===== src/rtl/ilir_pkg.sv =====
package ilir_pkg;

  // Access codes carried in the mode field of a request.
  typedef enum logic [2:0] {
    MODE_LINK_WR    = 3'd0,
    MODE_STATUS_RD  = 3'd1,
    MODE_IRQ_EN_WR  = 3'd2,
    MODE_IRQ_RD     = 3'd3,
    MODE_FRAME_TICK = 3'd4
  } mode_e;

  // Commands recognized by the link decoder.
  localparam logic [3:0] CMD_READ8  = 4'h1;
  localparam logic [3:0] CMD_ID     = 4'h8;
  localparam logic [3:0] CMD_IGNORE = 4'hD;

  localparam logic [7:0]  LINK_ZERO_BYTE  = 8'h0C;
  localparam logic [7:0]  STATUS_IDLE     = 8'h02;
  localparam logic [7:0]  STATUS_MARK     = 8'hA5;
  localparam logic [7:0]  FRAME_IRQ_CODE  = 8'h08;
  localparam logic [15:0] ID_REPLY_WORD   = 16'h1039;
  localparam logic [4:0]  COLLECTOR_START = 5'd1;
  localparam int unsigned FRAME_EN_BIT    = 3;

  typedef struct packed {
    logic [4:0]  bit_collector;
    logic        awaiting_command;
    logic [4:0]  reply_bits_left;
    logic [15:0] reply_word;
    logic [23:0] status_shift;
    logic [7:0]  interrupt_enable;
    logic [7:0]  pending_interrupt;
  } state_t;

  localparam state_t STATE_RESET = '{
    bit_collector:     COLLECTOR_START,
    awaiting_command:  1'b1,
    reply_bits_left:   5'd0,
    reply_word:        16'd0,
    status_shift:      24'd0,
    interrupt_enable:  8'd0,
    pending_interrupt: 8'd0
  };

endpackage


===== src/rtl/ilir_req_if.sv =====
interface ilir_req_if;
  logic       valid;
  logic       ready;
  logic [2:0] mode;
  logic [7:0] data_in;

  modport source (output valid, output mode, output data_in, input ready);
  modport sink   (input valid, input mode, input data_in, output ready);
endinterface


===== src/rtl/ilir_rsp_if.sv =====
interface ilir_rsp_if;
  logic       valid;
  logic       ready;
  logic [7:0] read_data;
  logic       interrupt_request;

  modport source (output valid, output read_data, output interrupt_request, input ready);
  modport sink   (input valid, input read_data, input interrupt_request, output ready);
endinterface


===== src/rtl/ilir_core.sv =====
module ilir_core (
  input  ilir_pkg::state_t state_i,
  input  logic [2:0]       mode_i,
  input  logic [7:0]       data_i,
  output ilir_pkg::state_t state_o,
  output logic [7:0]       read_data_o,
  output logic             irq_o
);
  import ilir_pkg::*;

  logic [4:0]  col_shift;
  logic [4:0]  left_dec;
  logic        reply_bit;
  logic [15:0] status_rest;

  assign col_shift   = {state_i.bit_collector[3:0], (data_i != LINK_ZERO_BYTE)};
  assign left_dec    = state_i.reply_bits_left - 5'd1;
  assign reply_bit   = !left_dec[4] && state_i.reply_word[left_dec[3:0]];
  assign status_rest = state_i.status_shift[23:8];

  always_comb begin
    state_o     = state_i;
    read_data_o = 8'd0;
    irq_o       = 1'b0;
    unique case (mode_e'(mode_i))
      MODE_LINK_WR: begin
        if (state_i.awaiting_command) begin
          if (data_i[3:2] == 2'b11) begin
            state_o.bit_collector = col_shift;
            if (col_shift[4]) begin
              // Four command bits are in: decode and start the reply.
              state_o.bit_collector    = COLLECTOR_START;
              state_o.awaiting_command = 1'b0;
              unique case (col_shift[3:0])
                CMD_READ8: begin
                  state_o.reply_word      = 16'd0;
                  state_o.reply_bits_left = 5'd8;
                end
                CMD_ID: begin
                  // Loads a reply but drops back to waiting, so it is never sent.
                  state_o.reply_word       = ID_REPLY_WORD;
                  state_o.reply_bits_left  = 5'd16;
                  state_o.awaiting_command = 1'b1;
                end
                CMD_IGNORE: begin
                  state_o.awaiting_command = 1'b1;
                end
                default: begin
                  state_o.reply_word      = 16'd0;
                  state_o.reply_bits_left = 5'd4;
                end
              endcase
            end
          end
        end else begin
          state_o.reply_bits_left = left_dec;
          state_o.status_shift    = {STATUS_MARK, reply_bit, 15'd0};
          if (left_dec == 5'd0) begin
            state_o.awaiting_command = 1'b1;
          end
        end
      end
      MODE_STATUS_RD: begin
        if (state_i.status_shift != 24'd0) begin
          read_data_o = state_i.status_shift[7:0];
          if (status_rest == {8'd0, STATUS_MARK}) begin
            state_o.status_shift = 24'd0;
          end else begin
            state_o.status_shift = {8'd0, status_rest};
          end
        end else begin
          read_data_o = STATUS_IDLE;
        end
      end
      MODE_IRQ_EN_WR: begin
        state_o.interrupt_enable = data_i;
      end
      MODE_IRQ_RD: begin
        read_data_o               = state_i.pending_interrupt;
        state_o.pending_interrupt = 8'd0;
      end
      MODE_FRAME_TICK: begin
        if (state_i.interrupt_enable[FRAME_EN_BIT]) begin
          state_o.pending_interrupt              = FRAME_IRQ_CODE;
          state_o.interrupt_enable[FRAME_EN_BIT] = 1'b0;
          irq_o                                  = 1'b1;
        end
      end
      default: begin
      end
    endcase
  end

endmodule


===== src/rtl/ipc_link_and_interrupt_regs.sv =====
// Serial co-processor link register and interrupt control register.
//
// Requests arrive on req_i (valid/ready), each carrying a mode and a data
// byte: link write, status read, interrupt enable write, interrupt read or
// frame tick. Every request produces exactly one response on rsp_o with the
// byte read (zero for modes that do not read) and an interrupt request flag
// that is set only by a frame tick that raised the frame interrupt.
//
// A request is captured in an input register, evaluated against the block
// state by combinational logic, and its response is held in an output
// register. A response becomes valid once its request has passed from the
// input register into the output register, and one request is accepted in
// every cycle while the response side keeps taking results.
//
// When the receiver stalls, the response register holds its value, the
// captured request waits in the input register, and req_i.ready drops once
// that register is occupied. No state changes while a request waits.
//
// Reset empties both pipeline registers and returns the link to waiting for
// a command with an empty collector, no reply prepared, interrupts disabled
// and nothing pending.
module ipc_link_and_interrupt_regs (
  input  logic      clk_i,
  input  logic      rst_ni,
  ilir_req_if.sink  req_i,
  ilir_rsp_if.source rsp_o
);
  import ilir_pkg::*;

  // Input register.
  logic       req_valid_q;
  logic [2:0] req_mode_q;
  logic [7:0] req_data_q;

  // Response register.
  logic       rsp_valid_q;
  logic [7:0] rsp_data_q;
  logic       rsp_irq_q;

  // Block state.
  state_t state_q;
  state_t state_d;
  logic [7:0] read_data_d;
  logic       irq_d;

  logic advance;
  logic req_fire;

  // The captured request moves on when the response register is free or is
  // being emptied in this cycle.
  assign advance     = req_valid_q && (!rsp_valid_q || rsp_o.ready);
  assign req_i.ready = !req_valid_q || advance;
  assign req_fire    = req_i.valid && req_i.ready;

  ilir_core u_core (
    .state_i     (state_q),
    .mode_i      (req_mode_q),
    .data_i      (req_data_q),
    .state_o     (state_d),
    .read_data_o (read_data_d),
    .irq_o       (irq_d)
  );

  always_ff @(posedge clk_i or negedge rst_ni) begin
    if (!rst_ni) begin
      req_valid_q <= 1'b0;
    end else if (req_i.ready) begin
      req_valid_q <= req_i.valid;
    end
  end

  always_ff @(posedge clk_i) begin
    if (req_fire) begin
      req_mode_q <= req_i.mode;
      req_data_q <= req_i.data_in;
    end
  end

  always_ff @(posedge clk_i or negedge rst_ni) begin
    if (!rst_ni) begin
      rsp_valid_q <= 1'b0;
    end else if (advance) begin
      rsp_valid_q <= 1'b1;
    end else if (rsp_o.ready) begin
      rsp_valid_q <= 1'b0;
    end
  end

  always_ff @(posedge clk_i) begin
    if (advance) begin
      rsp_data_q <= read_data_d;
      rsp_irq_q  <= irq_d;
    end
  end

  always_ff @(posedge clk_i or negedge rst_ni) begin
    if (!rst_ni) begin
      state_q <= STATE_RESET;
    end else if (advance) begin
      state_q <= state_d;
    end
  end

  assign rsp_o.valid             = rsp_valid_q;
  assign rsp_o.read_data         = rsp_data_q;
  assign rsp_o.interrupt_request = rsp_irq_q;

  // The start marker never leaves the collector.
  a_collector_marker : assert property (@(posedge clk_i) disable iff (!rst_ni)
    state_q.bit_collector != 5'd0)
    else $error("bit collector lost its start marker");

  // While replying there is always at least one reply bit left.
  a_reply_pending : assert property (@(posedge clk_i) disable iff (!rst_ni)
    !state_q.awaiting_command |-> state_q.reply_bits_left != 5'd0)
    else $error("reply state with no reply bits left");

  // The top status byte is either empty or the fixed marker.
  a_status_top : assert property (@(posedge clk_i) disable iff (!rst_ni)
    state_q.status_shift[23:16] == 8'd0 || state_q.status_shift[23:16] == STATUS_MARK)
    else $error("status shift holds a corrupt top byte");

  // A raised interrupt leaves the frame code pending and the frame enable cleared.
  a_irq_effect : assert property (@(posedge clk_i) disable iff (!rst_ni)
    advance && irq_d |=> state_q.pending_interrupt == FRAME_IRQ_CODE
      && !state_q.interrupt_enable[FRAME_EN_BIT] && rsp_irq_q && rsp_data_q == 8'd0)
    else $error("frame interrupt did not update the interrupt registers");

endmodule

===== src/flat_wrapper.sv =====
// flat-port wrapper written by rule: the top's interface ports become plain ports
module ipc_link_and_interrupt_regs_flat import ilir_pkg::*;
  (clk_i, rst_ni, req_i_valid, req_i_mode, req_i_data_in, req_i_ready, rsp_o_valid, rsp_o_read_data, rsp_o_interrupt_request, rsp_o_ready);
  ilir_req_if req_i_i ();
  ilir_rsp_if rsp_o_i ();
  input  logic clk_i;
  input  logic rst_ni;
  input wire logic [$bits(req_i_i.valid)-1:0] req_i_valid;
  input wire logic [$bits(req_i_i.mode)-1:0] req_i_mode;
  input wire logic [$bits(req_i_i.data_in)-1:0] req_i_data_in;
  output wire logic [$bits(req_i_i.ready)-1:0] req_i_ready;
  output wire logic [$bits(rsp_o_i.valid)-1:0] rsp_o_valid;
  output wire logic [$bits(rsp_o_i.read_data)-1:0] rsp_o_read_data;
  output wire logic [$bits(rsp_o_i.interrupt_request)-1:0] rsp_o_interrupt_request;
  input wire logic [$bits(rsp_o_i.ready)-1:0] rsp_o_ready;
  assign req_i_i.valid = req_i_valid;
  assign req_i_i.mode = req_i_mode;
  assign req_i_i.data_in = req_i_data_in;
  assign req_i_ready = req_i_i.ready;
  assign rsp_o_valid = rsp_o_i.valid;
  assign rsp_o_read_data = rsp_o_i.read_data;
  assign rsp_o_interrupt_request = rsp_o_i.interrupt_request;
  assign rsp_o_i.ready = rsp_o_ready;
  ipc_link_and_interrupt_regs u_core (.clk_i(clk_i), .rst_ni(rst_ni), .req_i(req_i_i), .rsp_o(rsp_o_i));
endmodule

===== config.mk =====
export PLATFORM = sky130hd
export DESIGN_NAME = ipc_link_and_interrupt_regs_flat
export DESIGN_NICKNAME = d
export VERILOG_FILES = /design/src/rtl/ilir_pkg.sv /design/src/rtl/ilir_req_if.sv /design/src/rtl/ilir_rsp_if.sv /design/src/rtl/ilir_core.sv /design/src/rtl/ipc_link_and_interrupt_regs.sv /design/src/flat_wrapper.sv
export SDC_FILE = /design/constraint.sdc
export NUM_CORES = 1
export LEC_CHECK = 0
export BUFFER_PORTS_ARGS = -buffer_cell sky130_fd_sc_hd__buf_2
export CORE_MARGIN = 5
export CORE_UTILIZATION = 35
export DETAILED_ROUTE_END_ITERATION = 6
export PLACE_DENSITY_LB_ADDON = 0.12
export RECOVER_POWER = 100
export SETUP_SLACK_MARGIN = 0.2
export SLEW_MARGIN = 25
export SYNTH_ARGS = -nofsm -noshare
export SYNTH_HDL_FRONTEND = slang
export SYNTH_SLANG_ARGS = --single-unit

===== constraint.sdc =====
create_clock -name clk_i -period 3.65 [get_ports clk_i]
set_input_delay 0.365 -clock clk_i [delete_from_list [all_inputs] [get_ports clk_i]]
set_output_delay 0.365 -clock clk_i [all_outputs]
set_load 0.01 [all_outputs]

==> impl_metrics.prom <==
# TYPE chip_impl_metric gauge
chip_impl_info{name="run_status",value="complete, but fails checks"} 1
chip_impl_info{name="failed_checks",value="capacitance limit, slew limit"} 1
chip_impl_metric{name="cts-hold-fix-buffers",unit=""} 0
chip_impl_metric{name="chipHeight",unit="µm"} 80.9
chip_impl_metric{name="num_antenna_cells",unit=""} 0
chip_impl_metric{name="synth_area",unit="µm²"} 1760
chip_impl_metric{name="synth_edf_count",unit=""} 16
chip_impl_metric{name="area.growth.synth_to_final",unit="%"} 13.4
chip_impl_metric{name="rows",unit=""} 25
chip_impl_metric{name="vias_per_cell",unit=""} 5.05
chip_impl_info{name="hp-start",value="req_i_mode[2]"} 1
chip_impl_metric{name="finalSetupTns",unit="ns"} 0
chip_impl_metric{name="cts-resized-gates",unit=""} 0
chip_impl_metric{name="io-pin-count",unit=""} 26
chip_impl_metric{name="power.static_leakage",unit="nW"} 0.766
chip_impl_metric{name="place_hpwl",unit="µm"} 2440
chip_impl_metric{name="clock_latency",unit="ns"} 0.29
chip_impl_metric{name="maxcap_viol_count",unit=""} 1
chip_impl_metric{name="crit_fanout",unit=""} 12
chip_impl_metric{name="postCtsSetupBuffers",unit=""} 0
chip_impl_metric{name="clk_sinks",unit=""} 36
chip_impl_metric{name="drt_drc_violations_left",unit=""} 0
chip_impl_metric{name="first_global_vias",unit=""} 1191
chip_impl_metric{name="core_region_area",unit="µm²"} 4790
chip_impl_info{name="rsz_0062_raised_after_global_routing",value="no"} 1
chip_impl_metric{name="seq_cell_area",unit="µm²"} 983
chip_impl_info{name="worstSetupPathType",value="reg2reg"} 1
chip_impl_info{name="ys_flop_type",value="dfrtp_1"} 1
chip_impl_metric{name="routabilityCongestion",unit=""} 0.772
chip_impl_metric{name="grt_first_pass_wirelength",unit="µm"} 5640
chip_impl_metric{name="drt-total-wl",unit="µm"} 3330
chip_impl_metric{name="final-hold-violation-count",unit=""} 0
chip_impl_info{name="startpoint_class_of_the_critical_path",value="flop"} 1
chip_impl_metric{name="fin_util",unit="%"} 41.6
chip_impl_metric{name="max-vdd-ir-drop",unit="V"} 0.000227
chip_impl_info{name="root_buffer_cell",value="clkbuf_8"} 1
chip_impl_metric{name="synth-seq-area-share",unit="%"} 55.9
chip_impl_info{name="worst_hold_path.endpoint",value="u_core.req_mode_q[2]$_DFFE_PP_"} 1
chip_impl_metric{name="max_freq",unit="MHz"} 378
chip_impl_metric{name="io_buffer_count",unit=""} 23
chip_impl_metric{name="grt_remaining_overflow",unit=""} 0
chip_impl_metric{name="detailedRoute.firstIterationViolations",unit=""} 84
chip_impl_metric{name="reg2reg_slack",unit="ns"} 1.00
chip_impl_metric{name="cp.arrival",unit="ns"} 2.81
chip_impl_info{name="worst_r2r_endpoint",value="u_core.state_q[23]$_DFFE_PN0P_"} 1
chip_impl_info{name="worst_hold_path_type",value="in2reg"} 1
chip_impl_metric{name="syn_area_per_cell",unit="µm²"} 11.3
chip_impl_metric{name="timing.final.crit_share",unit="%"} 72.6
chip_impl_metric{name="grtUsageTotal",unit="%"} 11.2
chip_impl_info{name="end_kind",value="flop"} 1
chip_impl_metric{name="htree_levels",unit=""} 2
chip_impl_metric{name="multi_input_comb_area",unit="µm²"} 686
chip_impl_metric{name="numCtsBuffers",unit=""} 5
chip_impl_metric{name="clk_pin_slew_worst_paths",unit="ns"} 0.07
chip_impl_info{name="cts_tree",value="done"} 1
chip_impl_metric{name="num-fill-cells",unit=""} 479
chip_impl_metric{name="chipWidth",unit="µm"} 80.9
chip_impl_metric{name="pwr_density_cell",unit="nW/µm²"} 571
chip_impl_metric{name="drv_slew",unit=""} 7
chip_impl_metric{name="route.vias.total",unit=""} 1242
chip_impl_metric{name="r2r.worst_path.cells",unit=""} 3
chip_impl_info{name="worstReg2RegStart",value="u_core.req_mode_q[0]$_DFFE_PP_"} 1
chip_impl_metric{name="finish.net_count",unit=""} 195
chip_impl_metric{name="shortest_clock_period_the_worst_path_allows_after_layout",unit="ns"} 2.65
chip_impl_metric{name="grt_max_degree",unit=""} 21
chip_impl_metric{name="synth_cell_type_count",unit=""} 51
chip_impl_metric{name="cp.required",unit="ns"} 3.81
chip_impl_metric{name="initial_utilization",unit="%"} 36.7
chip_impl_metric{name="antenna_violations_before_repair",unit=""} 0
chip_impl_metric{name="detail_route.wl_per_cell",unit="µm"} 13.5
chip_impl_metric{name="final_antenna_net_count",unit=""} 0
chip_impl_metric{name="syn-instance-count",unit=""} 155
chip_impl_metric{name="max_slew_margin",unit="%"} -2.90
chip_impl_metric{name="postSynthRegisterBits",unit=""} 36
chip_impl_metric{name="clk_path_buf_depth",unit=""} 2
chip_impl_metric{name="fp.dieArea",unit="µm²"} 6540
chip_impl_metric{name="finalSetupViolations",unit=""} 0
chip_impl_metric{name="fin_skew",unit="ns"} 0.0103
chip_impl_metric{name="final_layout_size_suffix_gt1_share",unit="%"} 15.6
chip_impl_metric{name="drtPass1Iterations",unit=""} 6
chip_impl_metric{name="min_path_cells",unit=""} 1
chip_impl_metric{name="synth-warning-count",unit=""} 0
chip_impl_metric{name="async_reset_ff_share",unit="%"} 55.6
chip_impl_metric{name="least_margin_pin_slew",unit="ns"} 1.50
[worst max-delay path by stage]
stage,cells past startpoint,to,from,slack [ns]
2_1_floorplan,4,u_core.state_q[58]$_DFFE_PN0P_,u_core.req_data_q[0]$_DFFE_PP_,1.67
3_3_place_gp,4,u_core.state_q[58]$_DFFE_PN0P_,u_core.req_data_q[0]$_DFFE_PP_,1.61
4_1_cts,4,u_core.state_q[58]$_DFFE_PN0P_,u_core.req_data_q[0]$_DFFE_PP_,1.58
3_5_place_dp,4,u_core.state_q[58]$_DFFE_PN0P_,u_core.req_data_q[0]$_DFFE_PP_,1.59
5_1_grt,3,u_core.state_q[23]$_DFFE_PN0P_,u_core.req_mode_q[0]$_DFFE_PP_,0.91
6_report,3,u_core.state_q[23]$_DFFE_PN0P_,u_core.req_mode_q[0]$_DFFE_PP_,1.00
[worst max-delay path: stages, from the launching register on]
cell,delay (ns)
edfxtp_1,0.53
or2_2,0.32
a2111oi_0,1.27
mux2_1,0.40
[power breakdown]
group	total (mW)	leakage (nW)	internal (mW)	switching [mW]
logic	0.242	0.322	0.111	0.131
clock network	0.338	0.0552	0.203	0.136
registers	0.557	0.389	0.489	0.0683
total	1.14	0.766	0.802	0.335
[per-stage QoR]
stage               setup slack, ns  cells  hold WS (ns)  power (mW)  cell area [µm²]
floorplan                      1.67    156        0.0694       0.746             1760
global placement               1.61    238         0.350       0.808             1910
detailed placement             1.59    238         0.365       0.814             1910
CTS                            1.58    246        0.0436        1.16             2020
global route                  0.914    246         0.238        1.21             1990
finish                         1.00    246         0.248        1.14             1990
[cells in the final DEF, fill, tap and decap left out, types with 3 or more instances in the layout]
master	netlist	routed
nand3_1	4	4
edfxtp_1	16	16
xnor2_1	3	3
o21ai_0	8	8
nand2b_1	7	7
dfrtp_1	18	18
buf_2	1	13
nor4b_1	3	3
mux2_2	5	3
nand2_1	10	10
clkbuf_8	0	5
nor2_1	9	9
nor2b_1	4	4
inv_1	8	8
a21oi_1	4	4
clkbuf_1	3	11
and3_1	3	3
nor3_1	5	5
[Yosys cell counts (2+ instances only)]
library cell  instances  share of area (%)
o21ai_0               8                2.3
and3_1                3                1.1
nor3b_1               2               0.85
nor4b_1               3                1.5
a211oi_1              2               0.85
nor2b_1               4                1.4
dfstp_2               2                3.0
nand3_1               4                1.1
xnor2_1               3                1.5
buf_4                 4                1.7
nand4b_1              2                1.0
nand2_1              10                2.1
edfxtp_1             16                 27
a21oi_1               4                1.1
o22ai_1               2               0.71
mux2_2                5                3.2
ha_1                  2                1.4
dfrtp_1              18                 26
nand2b_1              7                2.5
clkbuf_1              3               0.64
nor2_1                9                1.9
inv_1                 8                1.7
nor3_1                5                1.4
and2_1                2               0.71
[registers in the layout (all words and copies together), names as in the netlist]
| register | cells |
|---|---|
| u_core.req_mode_q | 3 |
| u_core.req_data_q | 8 |
| u_core.rsp_o.read_data | 4 |
| u_core.req_valid_q | 1 |
| u_core.rsp_o.valid | 1 |
| u_core.rsp_o.interrupt_request | 1 |
| u_core.state_q | 18 |
[cell families (layout without fill, tap and decap cells)]
kind of cell	count (synthesis)	in the layout	share of synthesized area (%)
simple gates	60	60	19.8
compound gates	30	30	12.5
buf+inv	16	39	4.34
other cells	1	2	0.213
mux	5	5	3.20
xor+xnor	4	4	1.99
fa+ha+maj	3	3	1.99
flops	36	36	55.9
[layout make-up]
cell class                 instances  area share (%)
sequential                        36            49.3
multi-input combinational        104            34.4
timing repair buffer              23            5.15
tap                               67            4.21
clock buffer                       6            3.64
clock inverter                     2            1.76
inverter                           8            1.51
[layer usage]
metal | track usage [%] | part of all wire (%) | vias up | routed length [µm]
li1 | - | - | 609 | -
met1 | 14.1 | 47 | 602 | 1570
met2 | 17.8 | 47 | 27 | 1550
met3 | 3.66 | 4.7 | 4 | 157
met4 | 4.56 | 1.5 | 0 | 50
met5 | 0 | 0 | - | 0
Note: power is estimated with default switching activity, not from simulation.
